`config.mk`:
```
export PLATFORM = sky130hd
export DESIGN_NAME = vnh_corner
export DESIGN_NICKNAME = d
export VERILOG_FILES = /design/src/hw/rtl/vnh_pkg.sv /design/src/hw/rtl/vnh_corner.sv
export SDC_FILE = /design/constraint.sdc
export NUM_CORES = 2
export LEC_CHECK = 0
export BUFFER_PORTS_ARGS = -buffer_cell sky130_fd_sc_hd__buf_2
export CAP_MARGIN = 20
export CORE_MARGIN = 3
export CORE_UTILIZATION = 60
export CTS_BUF_LIST = sky130_fd_sc_hd__clkbuf_2 sky130_fd_sc_hd__clkbuf_4 sky130_fd_sc_hd__clkbuf_8
export CTS_CLUSTER_SIZE = 8
export DETAILED_ROUTE_END_ITERATION = 10
export GPL_TIMING_DRIVEN = 1
export PLACE_DENSITY_LB_ADDON = 0.3
export SYNTH_ARGS = -nofsm -noshare
export SYNTH_HDL_FRONTEND = slang
export SYNTH_SLANG_ARGS = --single-unit
```
`constraint.sdc`:
```
create_clock -name i_clk -period 10.15 [get_ports i_clk]
set_input_delay 2.03 -clock i_clk [delete_from_list [all_inputs] [get_ports i_clk]]
set_output_delay 2.03 -clock i_clk [all_outputs]
set_load 0.005 [all_outputs]
```
`src/hw/rtl/vnh_pkg.sv`:
```
// ----------------------------------------------------------------------------
// Value noise height package
// Shared widths, constants and the octave split helper.
// ----------------------------------------------------------------------------
package vnh_pkg;

    localparam int OctaveCount = 5;
    localparam int ScaleMax    = 10;
    localparam int FracUnits   = 44;

    localparam logic [63:0] HashMulY = 64'd13258953287;
    localparam logic [63:0] HashMulA = 64'd15731;
    localparam logic [63:0] HashAddA = 64'd789221;
    localparam logic [63:0] HashAddB = 64'd1376312589;

    localparam logic [0:0] RegScaleX = 1'b0;
    localparam logic [0:0] RegScaleY = 1'b1;

    typedef struct packed {
        logic [31:0] lat;
        logic [9:0]  frac;
        logic [3:0]  bits;
    } t_axis;

    // Lattice coordinate and fraction of one axis at one octave.
    function automatic t_axis split_axis(input logic [31:0] c, input logic [3:0] oct,
                                         input logic [3:0] scale);
        t_axis r;
        logic [3:0] k;
        r = '0;
        if (oct >= scale) begin
            k = oct - scale;
            r.lat = c << k;
        end else begin
            k = scale - oct;
            r.lat = $unsigned($signed(c) >>> k);
            r.frac = c[9:0] & ((10'd1 << k) - 10'd1);
            r.bits = k;
        end
        return r;
    endfunction

endpackage

```
`src/hw/rtl/vnh_corner.sv`:
```
// ----------------------------------------------------------------------------
// Value noise corner hash
// Pipelined 64-bit lattice hash, one point per enabled cycle, five stages.
// Only the low 44 bits of the first product and the low 31 bits after the
// shift and exclusive or can reach the 31-bit value, so wider bits are dropped.
// ----------------------------------------------------------------------------
module vnh_corner (
    input  logic        i_clk,
    input  logic        i_en,
    input  logic [31:0] i_x,
    input  logic [31:0] i_y,
    output logic [30:0] o_value
);
    import vnh_pkg::*;

    logic [43:0] r_h0;
    logic [30:0] r_h1;
    logic [30:0] r_sq;
    logic [30:0] r_h2;
    logic [30:0] r_poly;
    logic [30:0] r_h3;
    logic [30:0] r_val;
    logic [63:0] n_prod;
    logic [11:0] n_corr;
    logic [43:0] n_h0;

    always_comb begin
        n_prod = 64'(i_y) * 64'(HashMulY[31:0]);
        n_corr = 12'(i_y[11:0] * HashMulY[43:32]) - (i_y[31] ? HashMulY[11:0] : 12'd0);
        n_h0   = {{12{i_x[31]}}, i_x} + n_prod[43:0] + {n_corr, 32'd0};
    end

    always_ff @(posedge i_clk) begin
        if (i_en) begin
            r_h0   <= n_h0;
            r_h1   <= r_h0[30:0] ^ r_h0[43:13];
            r_sq   <= r_h1 * r_h1;
            r_h2   <= r_h1;
            r_poly <= r_sq * HashMulA[30:0] + HashAddA[30:0];
            r_h3   <= r_h2;
            r_val  <= r_h3 * r_poly + HashAddB[30:0];
        end
    end

    assign o_value = r_val;
endmodule

```
==> metrics.md <==
| Metric | Value |
|---|---|
| Clk sinks | `227` |
| Worst hold path depth | `0` |
| Nets | `7474` |
| CTS Buffer Depth | `3` |
| Endpoints failing setup | `0` |
| Design Area, Final | `slightly below 0.06 mm²` |
| Area of placed instances | `around 0.057 mm²` |
| HP Start | `r_h2[17]` |
| Vias | `35600` |
| Mean Syn Cell Area | `10.2 µm²` |
| Clock Pin Slew Worst Setup and Hold Paths | `0.05 ns` |
| Root Buffer | `clkbuf_8` |
| Worst-Margin Slew | `1.12 ns` |
| Asr flop ratio synth | `0` |
| Crit path DAT | `8.74 ns` |
| Clk_lat worst skew | `0.61 ns` |
| Slew HR | `0.253` |
| Synth area leader | `fa_1` |
| Post-CTS Resized | `0` |
| Htree depth | `2` |
| Avg WL per Cell | `19.2 µm` |
| Final Hold Viols | `0` |
| DRT iter0 DRCs | `approximately 2000` |
| Initial antenna violation count | `1` |
| Fin crit share | `0.829` |
| Area Overhead vs Synth | `4.66%` |
| DP Wirelength | `109000 µm` |
| R2r worst-path depth | `24` |
| Site Rows | `110` |
| Die Wd | `310 µm` |
| Die Ht | `310 µm` |
| Nature of the critical path endpoint | `flip-flop` |
| CORE AREA | `0.0908 mm²` |
| Starting Density | `0.611` |
| Number of synthesized flops with an enable pin | `between 200 and 250` |
| Die area | `0.0961 mm²` |
| Status | `finished, final reports clean` |
| Gr ovfl total | `0` |
| Startpoint Class | `flip-flop` |
| Hold Crit Class | `flip-flop to flip-flop` |
| Mapped cell area | `0.0555 mm²` |
| Capturing point of the worst reg2reg path | `r_sq[29]` |
| Num CTS Buffers | `41` |
| Fmax | `roughly 120 MHz` |
| CP Class | `flip-flop to flip-flop` |
| PortBufs | `96` |
| Clk_skew | `0.0350 ns` |
| Detailed Route WL | `129000 µm` |
| Aggregate global-route resource usage | `0.285` |
| Sequential fraction of the synthesis area | `0.123` |
| IO Count | `97` |
| FF+latch count, synth | `227` |
| Worst Hold Path EP | `r_h3[17]` |
| Ys Warns | `0` |
| Vias in the first global route | `between 30000 and 40000` |
| Max_cap viols | `0` |
| Routability Congestion | `approximately 0.93` |
| Critical Path RT | `10.48 ns` |
| Post-route setup TNS | `0 ns` |
| Largest net degree at the start of global routing | `between 80 and 90` |
| Top FF cell, synth | `edfxtp_1` |
| ANT nets after route | `0` |
| Setup bufs post-CTS | `0` |
| Final Max Tran Viols | `0` |
| Largest cells by area after synthesis | `fa_1 43%, ha_1 16%, edfxtp_1 12%, inv_1 11%, and2_1 4.3%` |
| Minimum clock period | `8.41 ns` |
| Worst-path fanout max | `18` |
| Reg2reg start | `r_h1[6]` |
| RSZ-0062 raised after global routing | `false` |
| Post-CTS Hold Buffers | `0` |
| Post-Syn Instances | `5427` |
| Share of cells above drive strength 1 | `0.0379` |
| Remaining DRCs | `0` |
| Top-area cell type share of the netlist area | `0.429` |
| Setup ws final | `1.74 ns` |
| Count of different cell masters after synthesis | `60` |
| Routed vias/inst | `5.31` |
| First-pass GRT wire length | `between 200000 and 250000 µm` |
| Placement Setup Slack | `roughly 1.5 ns` |
| CTS tree | `built` |
| DR pass1 iterations | `5` |
| R2R Setup Slk | `1.74 ns` |
==> metal layers <==
| layer | wire (µm) | vias to the layer above | track usage |
|---|---|---|---|
| li1 | - | 16200 | - |
| met1 | 52900 | 18100 | 0.375 |
| met2 | 62900 | 1072 | 0.488 |
| met3 | 8210 | 233 | 0.0440 |
| met4 | 4740 | 2 | 0.0955 |
| met5 | 12 | - | 0 |
==> layout make-up <==
class | count | area, µm²
timing repair buffer | 131 | 753
inverter | 1632 | 6130
sequential | 227 | 6820
clock buffer | 51 | 639
multi-input combinational | 3460 | 42100
clock inverter | 19 | 120
fill | 7347 | 32800
tap | 1176 | 1470
antenna | 3 | 7.51
==> how the worst max path moves through the flow <==
stage,from,end,slack (ns),cells past startpoint
after global placement,i_y[9],r_h0[43],1.61,26
after CTS,r_h1[6],r_sq[29],1.81,24
after global routing,r_h1[6],r_sq[29],1.37,24
final,r_h1[6],r_sq[29],1.74,24
after floorplan,i_y[11],r_h0[38],2.37,22
after detailed placement,i_y[9],r_h0[43],1.51,26
==> worst max-delay path, stage by stage, from the launching register on <==
cell and delay, ns:
edfxtp_1 1.09, nand2_1 0.19, fa_1 0.62, inv_1 0.06, fa_1 0.42, fa_1 0.54
inv_1 0.05, fa_1 0.47, inv_1 0.06, fa_1 0.50, inv_1 0.06, fa_1 0.52
inv_1 0.05, fa_1 0.49, fa_1 0.42, ha_1 0.37, a21o_1 0.18, a21o_1 0.17
a221oi_1 0.39, o21ai_1 0.15, a2111oi_0 0.54, nor2_1 0.18, o311ai_2 0.29, mux2i_1 0.22
o211ai_1 0.11
==> layout by cell type (no fill, tap or decap), drive strengths merged, types with 7 or more instances in the layout <==
cell type,count
nand2,365
a211oi,9
nand2b,19
nor3,14
o21ai,76
inv,1634
xor2,83
a31oi,14
nor2b,16
and2,384
nor2,76
a21oi,111
o21a,14
xnor2,197
a21o,47
clkinv,14
buf,131
o21bai,14
nand4,9
fa,1189
nand3,15
ha,726
or3,7
clkbuf,51
edfxtp,227
==> cell usage after synthesis, types with 2 or more instances <==
cell,number
a2111oi_0,2
a211oi_1,8
a21boi_0,5
a21o_1,47
a21oi_1,111
a311oi_1,2
a31o_2,4
a31oi_1,14
and2_1,384
and3_1,5
clkbuf_1,111
conb_1,2
edfxtp_1,227
fa_1,1189
ha_1,726
inv_1,1632
mux2i_1,3
nand2_1,365
nand2b_1,19
nand3_1,15
nand4_1,9
nand4b_1,3
nor2_1,76
nor2b_1,16
nor3_1,14
nor3b_1,2
o2111ai_1,2
o211a_1,2
o211ai_1,6
o21a_1,14
o21ai_0,70
o21ai_1,6
o21bai_1,14
o311ai_0,2
o31ai_1,6
or2_2,6
or3_1,7
xnor2_1,197
xor2_1,83
==> through the flow <==
stage / cells / util / hold WS [ns]
after global placement: 6626 / 0.631 / 0.401
after detailed placement: 6626 / 0.631 / 0.405
final: 6699 / 0.639 / 0.412
after CTS: 6696 / 0.639 / 0.409
after floorplan: 5430 / - / 0.400
after global routing: 6696 / 0.639 / 0.412
==> flip-flops by register name, summed over array words and instances, names as in the netlist <==
signal and cells:
r_sq 30, r_poly 30, o_value 31, r_h1 31, r_h0 44, r_h2 30, r_h3 31
==> cells by family after synthesis <==
logic type	share of synthesized area
fa+ha+maj	0.593
buf+inv	0.118
simple gates	0.0839
compound gates	0.0376
xor+xnor	0.0442
flops	0.123
mux	0.000541
other cells	0.000135
Power is not shown: default switching activity piles up to over one toggle a cycle in this logic, so the estimate is an artifact.
